File: config.mk
export PLATFORM = sky130hd
export DESIGN_NAME = mf_median
export DESIGN_NICKNAME = d
export VERILOG_FILES = /design/src/design/assert_macros.svh /design/src/design/mf_pkg.sv /design/src/design/mf_median.sv
export SDC_FILE = /design/constraint.sdc
export NUM_CORES = 1
export LEC_CHECK = 0
export ABC_AREA = 1
export BUFFER_PORTS_ARGS = -buffer_cell sky130_fd_sc_hd__buf_2
export CAP_MARGIN = 20
export CORE_UTILIZATION = 34
export DETAILED_ROUTE_END_ITERATION = 10
export GPL_ROUTABILITY_DRIVEN = 0
export SLEW_MARGIN = 20
export SYNTH_ARGS = -nofsm -noshare
export SYNTH_HDL_FRONTEND = slang
export SYNTH_SLANG_ARGS = --single-unit
export TNS_END_PERCENT = 20
File: constraint.sdc
create_clock -name clk_i -period 6.1 [get_ports clk_i]
set_input_delay 0.61 -clock clk_i [delete_from_list [all_inputs] [get_ports clk_i]]
set_output_delay 0.61 -clock clk_i [all_outputs]
set_load 0.02 [all_outputs]
File: src/design/assert_macros.svh
// ------------------------------------------------------------------------
// assert_macros.svh
// assertion shorthands shared by the median filter front end and job queue; each use
// expects clk_i and rst_ni in scope
// ------------------------------------------------------------------------
`ifndef ASSERT_MACROS_SVH
`define ASSERT_MACROS_SVH

// property that must hold at every clock edge out of reset
`define MF_ASSERT(lbl, prop, msg) \
  lbl: assert property (@(posedge clk_i) disable iff (!rst_ni) (prop)) else $error(msg);

// condition that must never be seen at a clock edge out of reset
`define MF_ASSERT_NEVER(lbl, cond, msg) \
  lbl: assert property (@(posedge clk_i) disable iff (!rst_ni) !(cond)) else $error(msg);

`endif

File: src/design/mf_pkg.sv
// ------------------------------------------------------------------------
// mf_pkg
// types and constants shared by the 3x3 median filter modules
// ------------------------------------------------------------------------
package mf_pkg;

  // frame geometry
  localparam int MAX_WIDTH   = 1024;
  localparam int PIXEL_BITS  = 8;
  localparam int COL_W       = $clog2(MAX_WIDTH);
  localparam int WEFF_W      = COL_W + 1;
  localparam int FWIDTH_BITS = 11;
  localparam int FHEIGHT_BITS = 12;
  localparam int IROW_W      = FHEIGHT_BITS + 1;

  // configuration port
  localparam int CFG_ADDR_W = 1;
  localparam int CFG_DATA_W = 12;

  // queue between front and back
  localparam int FIFO_DEPTH = 4;
  localparam int FIFO_PTR_W = $clog2(FIFO_DEPTH);
  localparam int FIFO_CNT_W = $clog2(FIFO_DEPTH) + 1;

  typedef enum logic [CFG_ADDR_W-1:0] {
    CFG_FRAME_WIDTH  = 1'b0,
    CFG_FRAME_HEIGHT = 1'b1
  } cfg_reg_e;

  typedef logic [PIXEL_BITS-1:0]   pix_t;
  typedef logic [COL_W-1:0]        col_t;
  typedef logic [WEFF_W-1:0]       weff_t;
  typedef logic [IROW_W-1:0]       irow_t;
  typedef logic [FHEIGHT_BITS-1:0] orow_t;
  typedef logic [FIFO_PTR_W-1:0]   fifo_ptr_t;
  typedef logic [FIFO_CNT_W-1:0]   fifo_cnt_t;

  // 3x3 window, rows top to bottom, columns left to right
  typedef logic [8:0][PIXEL_BITS-1:0] window_t;
  typedef logic [2:0][PIXEL_BITS-1:0] pix3_t;

  typedef struct packed {
    logic kind;
    pix_t pixel_value;
  } in_item_t;

  typedef struct packed {
    pix_t filtered_value;
    logic last_of_frame;
  } out_item_t;

  // one output pixel waiting for the median network
  typedef struct packed {
    window_t window;
    logic    interior;
    logic    last;
  } median_job_t;

endpackage

File: src/design/mf_median.sv
// ------------------------------------------------------------------------
// mf_median
// three stage median of nine network with an output register; border
// pixels bypass the network and take the window centre
// ------------------------------------------------------------------------
module mf_median (
  input  logic                clk_i,
  input  logic                rst_ni,
  input  logic                job_valid_i,
  output logic                job_ready_o,
  input  mf_pkg::median_job_t job_i,
  output logic                out_valid_o,
  input  logic                out_stall_i,
  output mf_pkg::out_item_t   out_data_o
);

  typedef struct packed {
    mf_pkg::pix3_t [2:0] rows;
    mf_pkg::pix_t        centre;
    logic                interior;
    logic                last;
  } sorted_t;

  typedef struct packed {
    mf_pkg::pix_t lo;
    mf_pkg::pix_t mid;
    mf_pkg::pix_t hi;
    mf_pkg::pix_t centre;
    logic         interior;
    logic         last;
  } reduced_t;

  function automatic mf_pkg::pix_t min2(mf_pkg::pix_t a, mf_pkg::pix_t b);
    return (a < b) ? a : b;
  endfunction

  function automatic mf_pkg::pix_t max2(mf_pkg::pix_t a, mf_pkg::pix_t b);
    return (a < b) ? b : a;
  endfunction

  function automatic mf_pkg::pix_t med3(mf_pkg::pix_t a, mf_pkg::pix_t b, mf_pkg::pix_t c);
    return max2(min2(a, b), min2(max2(a, b), c));
  endfunction

  // ascending: element 0 smallest
  function automatic mf_pkg::pix3_t sort3(mf_pkg::pix_t a, mf_pkg::pix_t b,
                                          mf_pkg::pix_t c);
    mf_pkg::pix_t lo, hi, t;
    mf_pkg::pix3_t s;
    lo   = min2(a, b);
    hi   = max2(a, b);
    t    = min2(hi, c);
    s[2] = max2(hi, c);
    s[1] = max2(lo, t);
    s[0] = min2(lo, t);
    return s;
  endfunction

  sorted_t           st1_d, st1_q;
  reduced_t          st2_d, st2_q;
  mf_pkg::out_item_t out_d, out_q;
  logic              st1_valid_q, st2_valid_q, out_valid_q;
  logic              st1_ready, st2_ready, out_ready;

  // stall chain
  assign out_ready   = !out_valid_q || !out_stall_i;
  assign st2_ready   = !st2_valid_q || out_ready;
  assign st1_ready   = !st1_valid_q || st2_ready;
  assign job_ready_o = st1_ready;

  // sort each row
  always_comb begin
    for (int r = 0; r < 3; r++) begin
      st1_d.rows[r] = sort3(job_i.window[r*3], job_i.window[r*3+1], job_i.window[r*3+2]);
    end
    st1_d.centre   = job_i.window[4];
    st1_d.interior = job_i.interior;
    st1_d.last     = job_i.last;
  end

  // largest minimum, middle median, smallest maximum
  always_comb begin
    st2_d.lo       = max2(max2(st1_q.rows[0][0], st1_q.rows[1][0]), st1_q.rows[2][0]);
    st2_d.mid      = med3(st1_q.rows[0][1], st1_q.rows[1][1], st1_q.rows[2][1]);
    st2_d.hi       = min2(min2(st1_q.rows[0][2], st1_q.rows[1][2]), st1_q.rows[2][2]);
    st2_d.centre   = st1_q.centre;
    st2_d.interior = st1_q.interior;
    st2_d.last     = st1_q.last;
  end

  // final median or border pass-through
  assign out_d = '{filtered_value: st2_q.interior ? med3(st2_q.lo, st2_q.mid, st2_q.hi)
                                                  : st2_q.centre,
                   last_of_frame: st2_q.last};

  always_ff @(posedge clk_i or negedge rst_ni) begin
    if (!rst_ni) begin
      st1_valid_q <= 1'b0;
      st2_valid_q <= 1'b0;
      out_valid_q <= 1'b0;
    end else begin
      if (st1_ready) begin
        st1_valid_q <= job_valid_i;
      end
      if (st2_ready) begin
        st2_valid_q <= st1_valid_q;
      end
      if (out_ready) begin
        out_valid_q <= st2_valid_q;
      end
    end
  end

  always_ff @(posedge clk_i) begin
    if (st1_ready && job_valid_i) begin
      st1_q <= st1_d;
    end
    if (st2_ready && st1_valid_q) begin
      st2_q <= st2_d;
    end
    if (out_ready && st2_valid_q) begin
      out_q <= out_d;
    end
  end

  assign out_valid_o = out_valid_q;
  assign out_data_o  = out_q;

endmodule

== Word level (Yosys, flattened, before mapping) ==
Cells that the tools add are included.

* Flip-flop bits (word level): 128
* Input bits: 78
* Output and inout bits: 11
* Word-level logic and storage cells: 83

* Order comparisons: 19
* Mux-type cells: 31
* Reductions and logical operators: 10

{| class="wikitable"
|+ Operators with widths
! operator !! number
|-
| $mux 8 || 31
|-
| $lt 8x8->1 || 19
|-
| $logic_not 1->1 || 4
|-
| $logic_and 1x1->1 || 3
|-
| $logic_or 1x1->1 || 3
|}

== Logic depth before layout (Yosys ltp) ==
* Depth after elaboration: 7
* Mapped depth: 32

== Worst setup path before layout ==
Ideal clock, no wire load.

* Kind: input-to-reg
* From: input port out_stall_i
* To: register st1_q[0] (netlist bit), enable pin
* Setup time: 0.525 ns
* Data arrival time: 4.279 ns
* Data required time: 5.575 ns
* Setup slack: 1.296 ns
* Stages on the path: 5
* Buffers on the path: 0
* Cell sequence: nand2_1 -> nor2_1 -> inv_1 -> nor2_1 -> nor2_1

* Word-level cells in the longest chain between the ends: 5

{| class="wikitable"
|+ Ends and longest elaborated chain
! item !! RTL line !! text
|-
| start: declaration || mf_median.sv:13 || <nowiki>input logic out_stall_i,</nowiki>
|-
| $logic_not 1->1 || mf_median.sv:66 || <nowiki>assign out_ready = !out_valid_q || !out_stall_i;</nowiki>
|-
| $logic_or 1x1->1 || mf_median.sv:66 ||
|-
| $logic_or 1x1->1 || mf_median.sv:67 || <nowiki>assign st2_ready = !st2_valid_q || out_ready;</nowiki>
|-
| $logic_or 1x1->1 || mf_median.sv:68 || <nowiki>assign st1_ready = !st1_valid_q || st2_ready;</nowiki>
|-
| $logic_and 1x1->1 || mf_median.sv:115 || <nowiki>if (st1_ready && job_valid_i) begin</nowiki>
|-
| end signal: assignment || mf_median.sv:116 || <nowiki>st1_q <= st1_d;</nowiki>
|-
| end: declaration || mf_median.sv:59 || <nowiki>sorted_t st1_d, st1_q;</nowiki>
|}

No other way between the ends.
A chain may end at the register's enable or synchronous reset.

==> results.cfg <==
[yosys]
postSynth.asyncResetShare = 0.0234
ys_seq_area_frac = 0.374
ys_top_cells_by_area = edfxtp_1 (37%), ha_1 (16%), nand2_1 (15%), inv_1 (7.4%), o21ai_0 (6.7%)
syn-num-nets = 1554
yosysUniqueCellTypes = 24
yosysTopAreaCell = edfxtp_1
synth_common_cells = nand2_1 (412), inv_1 (203), o21ai_0 (138), ha_1 (133), edfxtp_1 (125)
syn_avg_cell_area_um2 = 7.63
yosys.area.top_type_share = 0.366
synth_edf_count = 125
syn-cell-area_um2 = 10200
synthCells = 1343
ys_ff_latch = 128
yosysMostFrequentCell = nand2_1
synth-main-ff-cell = edfxtp_1
ys_warn_count = 0

[clock_network]
htree_num_levels = 4
cts_inserted_buffers = 17
post_cts_buffers = 0
cts_tree = done
clock_sinks = 128
clk_latency_ns = 0.42
root_buffer = clkbuf_16
clk_pin_slew_ns = 0.06
clk_path_buf_depth = 2
cts_resized = 0

[sta]
setup_viol = 0
setup_tns_ns = 0
tightest_slew_ns = 0.958
slew_headroom = 0.358
fmax_mhz = 188
hold_slack_ns = 0.368
finalHoldViolCount = 0
period_share = 0.873
skew_ns = 0.0126
min_period_ns = 5.32
rsz0062_at_grt = false
slew_viol_final = 0

[worst_setup_path]
path_delay_family = compound AO/OA/AOI/OAI gates
cp_slowest_cell = a211oi_2
cp_max_fo = 31
cp.required_ns = 6.27
critPathArrivalTime_ns = 5.49
cpPeakStageDelay_ns = 0.59
path_cells = buf_2 > inv_1 > ha_1 > a21oi_1 > nor2_1 > a211oi_2 > nand2_2 > o21ai_0 > ha_1 > a21oi_1 > nor2_1 > a211oi_1 > nand2_2 > inv_1 > nand2_1 > o21ai_0 > inv_1 > ha_1 > a21oi_1 > nor2_1 > a211oi_2 > nand2_4 > nand2_1 > nand2_1
path_buf_inv = 4
cp-start-kind = input pin
end_kind = register
criticalPathCategory = in -> reg

[detailed_routing]
wire_per_inst_um = 12.7
dr_total_vias = 8619
vias_per_cell = 4.73
drc_errors = 0
drtAntennaViolNets = 0
first_iter_violations = 626
firstDrtPassIters = 6
wl_um = 23100

[floorplan]
core_region_area_um2 = 29600
die_w_um = 176
dieArea_um2 = 30800
rows = 63
start_util = 0.346
io_pins = 89
die_h_um = 176

[power_and_ir_drop]
p_leak_uw = 0.00576
ir_worst_vdd_mv = 0.285
powerDensity_nw_per_um2 = 536

[global_route]
grtUsageTotal = 0.157
antenna_found_initial = 0
grt_max_degree = 66
grt_use_met2 = 0.273
grt_pass1_wl_um = 38600
grt_pass1_vias = 8153
top_usage_layer = met2
globalRouteMet3Util = 0.0236
use_met1 = 0.196
overflow = 0

[layout]
fillers = 3109
drive_above_1_share = 0.106
regArea_um2 = 3830
nNetsFinal = 1629
syn_to_final_growth_pct = 12.8
multiInputGateArea_um2 = 5460
antenna_cells = 0

[run]
maxCapViolCount = 0

[place]
hpwl_um = 18900
portBuffers = 88

[worst_hold_path]
min_path_type = in -> reg

[outcome]
status = finished, final reports clean
## where the power goes
part / internal [uW] / leakage (uW) / switching (uW) / total [uW]
logic: 1360 / 0.00426 / 2440 / 3800
clock network: 513 / 0.000251 / 378 / 891
registers: 1390 / 0.00125 / 120 / 1510
## per-stage QoR
stage                     instances  instance area [um^2]  setup WS, ns  total power (uW)   util
after floorplan                1343                 10200          1.30              4450      -
after global placement         1788                 11000         0.686              5210  0.372
final                          1821                 11600         0.776              6200  0.390
after global routing           1821                 11600         0.296              6980  0.390
after detailed placement       1788                 11000         0.501              5340  0.372
after CTS                      1821                 11600         0.934              6250  0.390
## final cells by class
type / count / share of cell area
sequential: 128 / 0.331
clock inverter: 15 / 0.00844
timing repair buffer: 96 / 0.0435
multi-input combinational: 972 / 0.472
inverter: 203 / 0.0659
clock buffer: 17 / 0.0368
tap: 390 / 0.0422
## registers in the layout, indices dropped and copies added, names as in the netlist
signal and count:
st2_valid_q 1, st1_q 82, out_data_o 9, st1_valid_q 1, st2_q 33, out_valid_o 1, out_d 1
## worst paths after layout
check / from / to / slack [ns] / cells past startpoint
setup / recovery: job_i[39] / st1_q[49] / 0.78 / 24
hold / removal: job_i[0] / st1_q[0] / 0.37 / 1
setup reg to reg: st1_q[25] / st2_q[19] / 1.25 / 22
hold reg to reg: st1_q[1] / st2_q[1] / 0.42 / 0
max in group asynchronous: rst_ni / st2_valid_q / 5.46 / 2
min in group asynchronous: rst_ni / out_valid_o / 0.53 / 2
## repair_timing
action | 4_1_cts | 5_1_grt
hold buffers | 1 | 0
hold endpoints to repair | 3 | 0
setup endpoints to repair | 0 | 0
## kinds of logic after synthesis
group,share of synthesized area
buffers and inverters,0.0944
DFF,0.374
AOI/OAI and AO/OA,0.125
and+or+nand+nor,0.245
adders and majority gates,0.162
## worst reg2reg max path, stage by stage, from the launching register on
cell	delay, ns
edfxtp_1	0.45
ha_1	0.36
a21oi_1	0.16
o21a_1	0.15
nand2_1	0.46
o21ai_0	0.45
ha_1	0.31
a21oi_1	0.13
nor2_1	0.06
a211oi_1	0.22
nand2_1	0.30
inv_1	0.14
nand2_1	0.06
o21ai_0	0.14
inv_1	0.08
ha_1	0.30
a21oi_1	0.15
nor2_1	0.05
a211oi_1	0.17
buf_4	0.20
nand2_2	0.12
nand2_1	0.08
nand2_1	0.05
## cells in the final DEF (no fill, tap or decap), drive strengths merged
cell,netlist,layout
buf,24,95
nor2,62,62
inv,203,204
and2,4,4
a211oi,14,14
nand3,87,87
nand4,5,5
edfxtp,125,125
clkinvlp,0,3
dfrtp,3,3
nand2,433,433
clkbuf,16,17
o21ai,144,144
o21a,3,3
nand3b,9,9
dlygate4sd3,0,1
o211ai,4,4
a21oi,74,74
clkinv,0,11
ha,133,133
## layer usage
layer / wire, um / vias up
li1: - / 4594
met1: 10600 / 3828
met2: 11100 / 160
met3: 840 / 37
met4: 564 / 0
met5: 0 / -
Power figures use the tool's default switching activity.
