==> src/design/assert_macros.svh <==
// ------------------------------------------------------------------------
// assert_macros.svh
// assertion shorthands shared by the median filter front end and job queue; each use
// expects clk_i and rst_ni in scope
// ------------------------------------------------------------------------
`ifndef ASSERT_MACROS_SVH
`define ASSERT_MACROS_SVH

// property that must hold at every clock edge out of reset
`define MF_ASSERT(lbl, prop, msg) \
  lbl: assert property (@(posedge clk_i) disable iff (!rst_ni) (prop)) else $error(msg);

// condition that must never be seen at a clock edge out of reset
`define MF_ASSERT_NEVER(lbl, cond, msg) \
  lbl: assert property (@(posedge clk_i) disable iff (!rst_ni) !(cond)) else $error(msg);

`endif

==> src/design/mf_pkg.sv <==
// ------------------------------------------------------------------------
// mf_pkg
// types and constants shared by the 3x3 median filter modules
// ------------------------------------------------------------------------
package mf_pkg;

  // frame geometry
  localparam int MAX_WIDTH   = 1024;
  localparam int PIXEL_BITS  = 8;
  localparam int COL_W       = $clog2(MAX_WIDTH);
  localparam int WEFF_W      = COL_W + 1;
  localparam int FWIDTH_BITS = 11;
  localparam int FHEIGHT_BITS = 12;
  localparam int IROW_W      = FHEIGHT_BITS + 1;

  // configuration port
  localparam int CFG_ADDR_W = 1;
  localparam int CFG_DATA_W = 12;

  // queue between front and back
  localparam int FIFO_DEPTH = 4;
  localparam int FIFO_PTR_W = $clog2(FIFO_DEPTH);
  localparam int FIFO_CNT_W = $clog2(FIFO_DEPTH) + 1;

  typedef enum logic [CFG_ADDR_W-1:0] {
    CFG_FRAME_WIDTH  = 1'b0,
    CFG_FRAME_HEIGHT = 1'b1
  } cfg_reg_e;

  typedef logic [PIXEL_BITS-1:0]   pix_t;
  typedef logic [COL_W-1:0]        col_t;
  typedef logic [WEFF_W-1:0]       weff_t;
  typedef logic [IROW_W-1:0]       irow_t;
  typedef logic [FHEIGHT_BITS-1:0] orow_t;
  typedef logic [FIFO_PTR_W-1:0]   fifo_ptr_t;
  typedef logic [FIFO_CNT_W-1:0]   fifo_cnt_t;

  // 3x3 window, rows top to bottom, columns left to right
  typedef logic [8:0][PIXEL_BITS-1:0] window_t;
  typedef logic [2:0][PIXEL_BITS-1:0] pix3_t;

  typedef struct packed {
    logic kind;
    pix_t pixel_value;
  } in_item_t;

  typedef struct packed {
    pix_t filtered_value;
    logic last_of_frame;
  } out_item_t;

  // one output pixel waiting for the median network
  typedef struct packed {
    window_t window;
    logic    interior;
    logic    last;
  } median_job_t;

endpackage

==> src/design/mf_fifo.sv <==
// ------------------------------------------------------------------------
// mf_fifo
// short job queue between the window front end and the median back end
// ------------------------------------------------------------------------
`include "assert_macros.svh"

module mf_fifo (
  input  logic                clk_i,
  input  logic                rst_ni,
  input  logic                push_i,
  input  mf_pkg::median_job_t data_i,
  output logic                valid_o,
  input  logic                ready_i,
  output mf_pkg::median_job_t data_o,
  output mf_pkg::fifo_cnt_t   level_o
);

  mf_pkg::median_job_t entries_q [mf_pkg::FIFO_DEPTH];
  mf_pkg::fifo_ptr_t   wptr_q, rptr_q;
  mf_pkg::fifo_cnt_t   level_q;
  logic                pop;

  assign valid_o = level_q != '0;
  assign data_o  = entries_q[rptr_q];
  assign level_o = level_q;
  assign pop     = valid_o && ready_i;

  // storage
  always_ff @(posedge clk_i) begin
    if (push_i) begin
      entries_q[wptr_q] <= data_i;
    end
  end

  // pointers and fill level
  always_ff @(posedge clk_i or negedge rst_ni) begin
    if (!rst_ni) begin
      wptr_q  <= '0;
      rptr_q  <= '0;
      level_q <= '0;
    end else begin
      if (push_i) begin
        wptr_q <= (int'(wptr_q) == mf_pkg::FIFO_DEPTH - 1) ? '0
                  : wptr_q + mf_pkg::fifo_ptr_t'(1);
      end
      if (pop) begin
        rptr_q <= (int'(rptr_q) == mf_pkg::FIFO_DEPTH - 1) ? '0
                  : rptr_q + mf_pkg::fifo_ptr_t'(1);
      end
      if (push_i && !pop) begin
        level_q <= level_q + mf_pkg::fifo_cnt_t'(1);
      end else if (pop && !push_i) begin
        level_q <= level_q - mf_pkg::fifo_cnt_t'(1);
      end
    end
  end

  `MF_ASSERT_NEVER(a_no_overflow, push_i && !pop && (int'(level_q) == mf_pkg::FIFO_DEPTH),
                   "job queue overflow")

endmodule

==> config.mk <==
export PLATFORM = sky130hd
export DESIGN_NAME = mf_fifo
export DESIGN_NICKNAME = d
export VERILOG_FILES = /design/src/design/mf_pkg.sv /design/src/design/mf_fifo.sv
export VERILOG_INCLUDE_DIRS = /design/src /design/src/design
export SDC_FILE = /design/constraint.sdc
export NUM_CORES = 1
export LEC_CHECK = 0
export CAP_MARGIN = 25
export CORE_MARGIN = 8
export CORE_UTILIZATION = 60
export DETAILED_ROUTE_END_ITERATION = 12
export DONT_BUFFER_PORTS = 1
export PLACE_DENSITY = 0.75
export SYNTH_ARGS = -nofsm -noshare
export SYNTH_HDL_FRONTEND = slang
export SYNTH_SLANG_ARGS = --single-unit
==> constraint.sdc <==
create_clock -name clk_i -period 3.7 [get_ports clk_i]
set_input_delay 0.37 -clock clk_i [delete_from_list [all_inputs] [get_ports clk_i]]
set_output_delay 0.37 -clock clk_i [all_outputs]
set_load 0.005 [all_outputs]
Yosys cells after proc, flatten, opt, wreduce, memory -nomap -nowiden
Memories as Yosys holds them, arrays and structs flattened.
Cells that the tools add are included.
{"block": "word_totals", "input_bits": 78, "output_inout_bits": 78, "register_bits": 7, "latchBits": 0, "ramBits": 296, "mem_bits_ro": 0, "memories": 1}
{"block": "op_classes", "mul": 0, "eq_ne": 2, "reduce_logical": 7, "n_shift": 0, "bitwise_logic": 0, "muxes": 6, "n_div": 0, "magnitude_cmp": 0, "add_sub_neg": 4}
{"memory": "entries_q", "depth": 4, "word_bits": 74, "read_ports": 1, "rd_clocked_by_memory_dff": 0, "wr": 1, "line": "mf_fifo.sv:18", "rtl": "mf_pkg::median_job_t entries_q [mf_pkg::FIFO_DEPTH];"}
{"op": "$mux W3", "count": 2}
{"op": "$add A2 B1 Y2 const B", "count": 2}
{"op": "$eq A2 B1 Y1 const B", "count": 2}
{"op": "$mux W2", "count": 2}
{"op": "$add A3 B1 Y3 const B", "count": 1}
{"op": "$logic_and A1 B1 Y1", "count": 3}
{"op": "$reduce_bool A3 Y1", "count": 1}
{"op": "$sub A3 B1 Y3 const B", "count": 1}
{"op": "$logic_not A1 Y1", "count": 2}
{"op": "$mux W1", "count": 2}
{"op": "$reduce_bool A2 Y1", "count": 1}

Logic depth before layout (Yosys ltp)
Gate-level depths: netlist of run 1.
{"block": "logic_depth", "word_depth": 5, "mapped_depth": 8}

Worst setup path after synthesis of run 1
No wires, ideal clock.
{"block": "synth_timing", "path_kind": "register to register", "from": "register wptr_q[0]", "to": "memory entries_q[2][0] (netlist bit), enable pin", "path_buffers": 0, "required_ns": 3.260, "path_stages_with_launch": 4, "setup_ns": 0.440, "period_less_slack_ns": 2.793, "path_slack_ns": 0.907, "t_arrival_ns": 2.353, "cell_sequence": "dfrtp_1 inv_1 ha_1 and2_1"}
{"item": "from (decl)", "line": "mf_fifo.sv:19", "rtl": "mf_pkg::fifo_ptr_t wptr_q, rptr_q;"}
{"item": "from (signal assigned)", "line": "mf_fifo.sv:43", "rtl": "wptr_q <= (int'(wptr_q) == mf_pkg::FIFO_DEPTH - 1) ? '0"}
{"item": "to (decl)", "line": "mf_fifo.sv:18"}
Straight into the memory's write port.

==> flow_metrics.tcl, run 1 <==
set metrics [dict create \
    swShare_pct 25.7 \
    relSlewSlack_pct 61.3 \
    cp_cell_sequence "buf_4, mux4_2" \
    mostFrequentLayoutCells "edfxtp_1, dlygate4sd3_1, mux4_2, clkbuf_16" \
    slowest_stage "dfrtp_4" \
    drc 0 \
    die_x_um 152 \
    ios 156 \
    clockPowerShare_pct 31.0 \
    max_freq_mhz 365 \
    r2r_start "level_o[0]$_DFFE_PN0P_" \
    startpoint "rptr_q[0]$_DFFE_PN0P_" \
    dieHeight_um 152 \
    final-setup-viol-count 0 \
    hold_path.startpoint "push_i" \
    grt_pass1_vias 5139 \
    drive_gt1_share_pct 25.1 \
    p_int_uw 7400 \
    grt_max_degree 77 \
    place.gp.congestion 0.735 \
    multi_input_comb_area_um2 1900 \
    synthesis.nets 508 \
    max-vdd-ir-drop_uv 565 \
    hold-path-cell-count 2 \
    yosys_warnings 0 \
    routedWlPerCell_um 25.5 \
    comb_power_share_pct 21.7 \
    finalHoldViolCount 0 \
    clk_latency_ns 0.52 \
    antenna_left 0 \
    cts_tree "done" \
    grt_remaining_overflow 0 \
    post-route-period-util_pct 74.0 \
    portBuffers 0 \
    grt_antenna_before_repair 1 \
    die-area_um2 23200 \
    clockRootBuffer "clkbuf_16" \
    grt_util_all_layers_pct 17.2 \
    fin_nets 605 \
    synth.distinct_cells 20 \
    r2r_cells 8 \
    final_cells 777 \
    dpl.cell_count 646 \
    cts_made_buffers 29 \
    htreeDepth 1 \
    status "complete, no violations" \
    grt_pass1_wl_um 30700 \
    hpwlAfterDp_um 11000 \
    vias 4700 \
    cap_viol_max_count 0 \
    routed_via_density 6.05 \
    holdBufCountCts 76 \
    power.density_nw_per_um2 754 \
    critPathKind "flop to primary output" \
    post_cts_resize_count 0 \
    clock_skew_ns 0.00961 \
    seqPwrFrac_pct 47.3 \
    final-seq-area_um2 9070 \
    worst_slew_pin_slew_ns 0.580 \
    rsz0062_at_grt "no" \
    syn_area_um2 11100 \
    cp_max_fo 27 \
    p_sw_uw 2560 \
    drt_wl_total_um 19800 \
    areaGrowthSynthToFinish_pct 18.9 \
    worstPathRequired_ns 3.33 \
    synth_seq_cells 303 \
    slew_violations 0 \
    min_period_ns 2.74 \
    yosysSeqAreaShare_pct 81.5 \
    cp.arrival_ns 2.37 \
    core_um2 18500 \
    start_util_pct 60.3 \
    first_pass_iters 4 \
    worstSetupEndpointType "primary output" \
    fin_tns_setup_ns 0 \
    slowest_delay_ns 0.79 \
    drtIter0Drc 274 \
    start_kind "flop" \
    synthCells 423 \
    rows 50 \
    hp-class "input pin to flop" \
    syn_avg_cell_area_um2 26.3 \
    clock_sinks 303 \
    clockBufferDepth 3 \
    cts.clk_slew.worst_paths_ns 0.06 \
    nFillCells 1017 \
    final_common_cell "edfxtp_1" \
    p_leak_uw 0.00429 \
    cts_setup_buffers 0 \
]
state kept, by name, summed over array words and instances, names as in the netlist:
name and flops:
entries_q 296, rptr_q 2, wptr_q 2, level_o 3
metal layers:
metal  vias to the layer above  routed length [um]  GRT usage, %
met4                         0                 317          4.71
met2                       175               10200          29.1
met5                         -                   0             0
li1                       2007                   -             -
met1                      2498                7810          21.5
met3                        20                1500          5.10
worst paths after layout:
kind / endpoint / slack [ns]
min reg2reg: level_o[2]$_DFFE_PN0P_ / 0.53
min in group asynchronous: rptr_q[1]$_DFFE_PN0P_ / 0.18
min: level_o[0]$_DFFE_PN0P_ / 0.15
max reg2reg: level_o[2]$_DFFE_PN0P_ / 1.43
max: data_o[61] / 0.96
max in group asynchronous: rptr_q[0]$_DFFE_PN0P_ / 3.25
final cells by class:
| class | instances | share of cell area, % |
|---|---|---|
| Clock buffer | 38 | 6.05 |
| Sequential cell | 303 | 68.6 |
| Antenna cell | 1 | 0.0189 |
| Tap cell | 234 | 2.21 |
| Timing Repair Buffer | 83 | 7.00 |
| Multi-Input combinational cell | 100 | 14.3 |
| Clock inverter | 15 | 1.71 |
| Inverter | 3 | 0.0851 |
worst max-delay path: cells and delay by family, from the launching register on:
family   cells  cell delay, ns
buf+inv      1            0.42
mux          1            0.60
flops        1            0.79
stage by stage:
step                instance area (um^2)  util (%)  hold WS (ns)  power (uW)  setup slack (ns)
detailed placement                 11400      61.8        0.0747        6880              1.48
global placement                   11300      61.2        0.0746        6760              1.50
floorplan                          11100         -        0.0744        6400             0.907
global route                       13200      71.7         0.141       10400             0.803
CTS                                13200      71.5         0.114       10100             0.899
finish                             13200      71.7         0.145        9970             0.963
power by group through the flow:
stage / logic, uW / clock network [uW] / registers (uW)
6_report: 2170 / 3090 / 4710
5_1_grt: 2350 / 3270 / 4770
4_1_cts: 2100 / 3140 / 4820
3_5_place_dp: 1980 / 0 / 4890
3_3_place_gp: 1890 / 0 / 4870
2_1_floorplan: 1790 / 0 / 4600
cells in the mapped netlist (all sizes together):
library cell | instances | area share [%]
xnor2 | 1 | 0.079
or3 | 1 | 0.056
and2 | 4 | 0.22
fa | 1 | 0.18
xor2 | 2 | 0.16
o21ai | 2 | 0.090
dfrtp | 7 | 1.6
clkbuf | 2 | 0.067
nand2 | 3 | 0.10
mux4 | 74 | 15
nor2 | 3 | 0.10
ha | 6 | 0.67
edfxtp | 296 | 80
mux2 | 3 | 0.30
inv | 3 | 0.10
buf | 15 | 1.4
cells by family (layout without fill, tap and decap cells):
group | count (synthesis) | after routing | share of synthesized area (%)
flip-flops | 303 | 303 | 81.5
multiplexers | 77 | 77 | 15.3
buffers and inverters | 20 | 139 | 1.60
AND/OR/NAND/NOR | 11 | 11 | 0.484
adder cells (fa/ha/maj) | 7 | 7 | 0.855
XOR/XNOR | 3 | 3 | 0.236
AO/OA/AOI/OAI | 2 | 2 | 0.0900
other | 0 | 1 | 0
Note: power is estimated with default switching activity, not from simulation.
==> run 2, diff against run 1 <==
--- a/config.mk
+++ b/config.mk
@@ -8,10 +8,10 @@
 export LEC_CHECK = 0
 export CAP_MARGIN = 25
 export CORE_MARGIN = 8
-export CORE_UTILIZATION = 60
+export CORE_UTILIZATION = 56
 export DETAILED_ROUTE_END_ITERATION = 12
 export DONT_BUFFER_PORTS = 1
-export PLACE_DENSITY = 0.75
+export PLACE_DENSITY = 0.73
 export SYNTH_ARGS = -nofsm -noshare
 export SYNTH_HDL_FRONTEND = slang
 export SYNTH_SLANG_ARGS = --single-unit
==> constraint.sdc (replaced) <==
create_clock -name clk_i -period 2.3 [get_ports clk_i]
set_input_delay 0.23 -clock clk_i [delete_from_list [all_inputs] [get_ports clk_i]]
set_output_delay 0.23 -clock clk_i [all_outputs]
set_load 0.005 [all_outputs]
==> run 2 against run 1 <==
Final area rose by 0.89%. Hold slack worse by 0.13 ns. Critical path depth up 6. Total power rose by 61%. Core utilization is 3.1 points lower. Clock-buffer cell count stayed put. Clock power is 50% higher. Worst setup slack got worse by 0.83 ns. Register-to-register slack got worse by 1.3 ns. Critical endpoint is now level_o[2]$_DFFE_PN0P_. Highest routed layer is now met5.
==> flow_metrics.tcl, run 2 (synthesized netlist as in run 1, its figures left out) <==
set metrics [dict create \
    top_register "entries_q" \
    grt_max_degree 45 \
    grt_antenna_before_repair 2 \
    r2r_cells 8 \
    place.gp.congestion 0.673 \
    grt_pass1_vias 5187 \
    largest_register_ffs 296 \
    cap_viol_max_count 0 \
    rsz0062_at_grt "no" \
    clock_skew_ns 0.0149 \
    post_cts_resize_count 0 \
    power.density_nw_per_um2 1200 \
    worstSetupEndpointType "flop" \
    n_antenna_cell 0 \
    grt_pass1_wl_um 29900 \
    reg2reg_slack_ns 0.13 \
    clockBufferDepth 3 \
    max_freq_mhz 461 \
    antenna_left 0 \
    cts_made_buffers 30 \
    ios 156 \
    min_period_ns 2.17 \
    hp-class "input pin to flop" \
    rows 51 \
    endpoint "level_o[2]$_DFFE_PN0P_" \
    vias 4709 \
    drt_wl_total_um 20200 \
    critPathKind "flop to flop" \
    nFillCells 1183 \
    mostFrequentLayoutCells "edfxtp_1, dlygate4sd3_1, mux4_2, clkbuf_16" \
    finalHoldViolCount 0 \
    slew_violations 0 \
    die_x_um 157 \
    first_pass_iters 4 \
    start_util_pct 57.2 \
    startpoint "level_o[0]$_DFFE_PN0P_" \
    cts.clk_slew.worst_paths_ns 0.06 \
    max-vdd-ir-drop_uv 879 \
    routed_via_density 5.73 \
    relSlewSlack_pct 69.9 \
    htreeDepth 1 \
    place_area_um2 11600 \
    final_common_cell "edfxtp_1" \
    drive_gt1_share_pct 25.9 \
    crit_top_cell "xor2_1" \
    post-route-period-util_pct 94.3 \
    core_um2 19500 \
    dieHeight_um 157 \
    cp_cell_sequence "or3_1, nand2_1, ha_1, inv_1, fa_1, xor2_1, nor2_1, xor2_1" \
    final-setup-viol-count 0 \
    r2r_start "level_o[0]$_DFFE_PN0P_" \
    slowest_delay_ns 0.43 \
    clockRootBuffer "clkbuf_16" \
    grt_util_all_layers_pct 16.2 \
    fin_tns_setup_ns 0 \
    fin_nets 622 \
    reg2reg_to "level_o[2]$_DFFE_PN0P_" \
    portBuffers 0 \
    cp.arrival_ns 2.62 \
    drc 0 \
    worst_slew_pin_slew_ns 0.451 \
    status "complete, no violations" \
    routedWlPerCell_um 24.6 \
    die-area_um2 24600 \
    start_kind "flop" \
    clk_latency_ns 0.54 \
    p_leak_uw 0.00433 \
    hpwlAfterDp_um 12000 \
    grt_remaining_overflow 0 \
    final_cell_area_um2 13300 \
    cts_tree "done" \
    areaGrowthSynthToFinish_pct 19.9 \
    cp_max_fo 3 \
    slowest_stage "or3_1" \
    drtIter0Drc 194 \
    clock_sinks 303 \
    worstPathRequired_ns 2.75 \
]
==> run 2: worst min path at each step <==
stage,slack (ns),from,end,cells past startpoint
4_1_cts,0.004,ready_i,rptr_q[0]$_DFFE_PN0P_,2
2_1_floorplan,-0.07,rst_ni,level_o[0]$_DFFE_PN0P_,0
5_1_grt,0.005,ready_i,rptr_q[1]$_DFFE_PN0P_,2
6_report,0.02,ready_i,rptr_q[0]$_DFFE_PN0P_,2
3_5_place_dp,-0.07,rst_ni,level_o[2]$_DFFE_PN0P_,0
3_3_place_gp,-0.07,rst_ni,level_o[2]$_DFFE_PN0P_,0
==> run 2: per-layer routing <==
metal | track usage, % | vias to the layer above | wire (um)
met3 | 3.92 | 32 | 1380
met4 | 5.45 | 4 | 406
li1 | - | 2042 | -
met1 | 20.2 | 2465 | 8070
met5 | 0 | - | 21
met2 | 27.4 | 166 | 10300
==> run 2: critical path, delay by kind of cell, from the launching register on <==
family	cells	cell delay (ns)
fa+ha+maj	2	0.61
simple gates	3	0.70
flops	1	0.39
xor+xnor	2	0.33
buf+inv	1	0.06
==> run 2: area by class of cell <==
type	instances	area, um^2	share of cell area, %
clock buffers	38	802	6.01
inverters	3	11.3	0.0844
multi-input cells	100	1900	14.2
repair buffers	99	1090	8.18
flip-flops and latches	303	9070	68.0
clock inverters	14	140	1.05
well taps	265	332	2.48
==> run 2: report_power, final <==
part	total, uW	internal, uW	switching (uW)	leakage [uW]
sequential	7420	7090	338	0.00280
clock	4620	2770	1850	0.000460
combinational	3990	1950	2040	0.00107
==> run 2: per-stage QoR <==
step                worst slack [ns]  utilization, %  cells  total power, uW  hold WS, ns
global placement               0.256            59.5    689            11200      -0.0653
CTS                          0.00105            68.3    817            16100      0.00427
finish                         0.130            68.6    822            16000       0.0159
detailed placement             0.172            59.5    689            11300      -0.0653
floorplan                      0.275               -    423            10300      -0.0656
global route                  0.0132            68.6    822            16700      0.00455
==> run 2: repair_timing <==
action	4_1_cts	5_1_grt
hold buffers	76	0
setup endpoints to repair	0	38
setup buffers	0	5
hold endpoints to repair	306	0
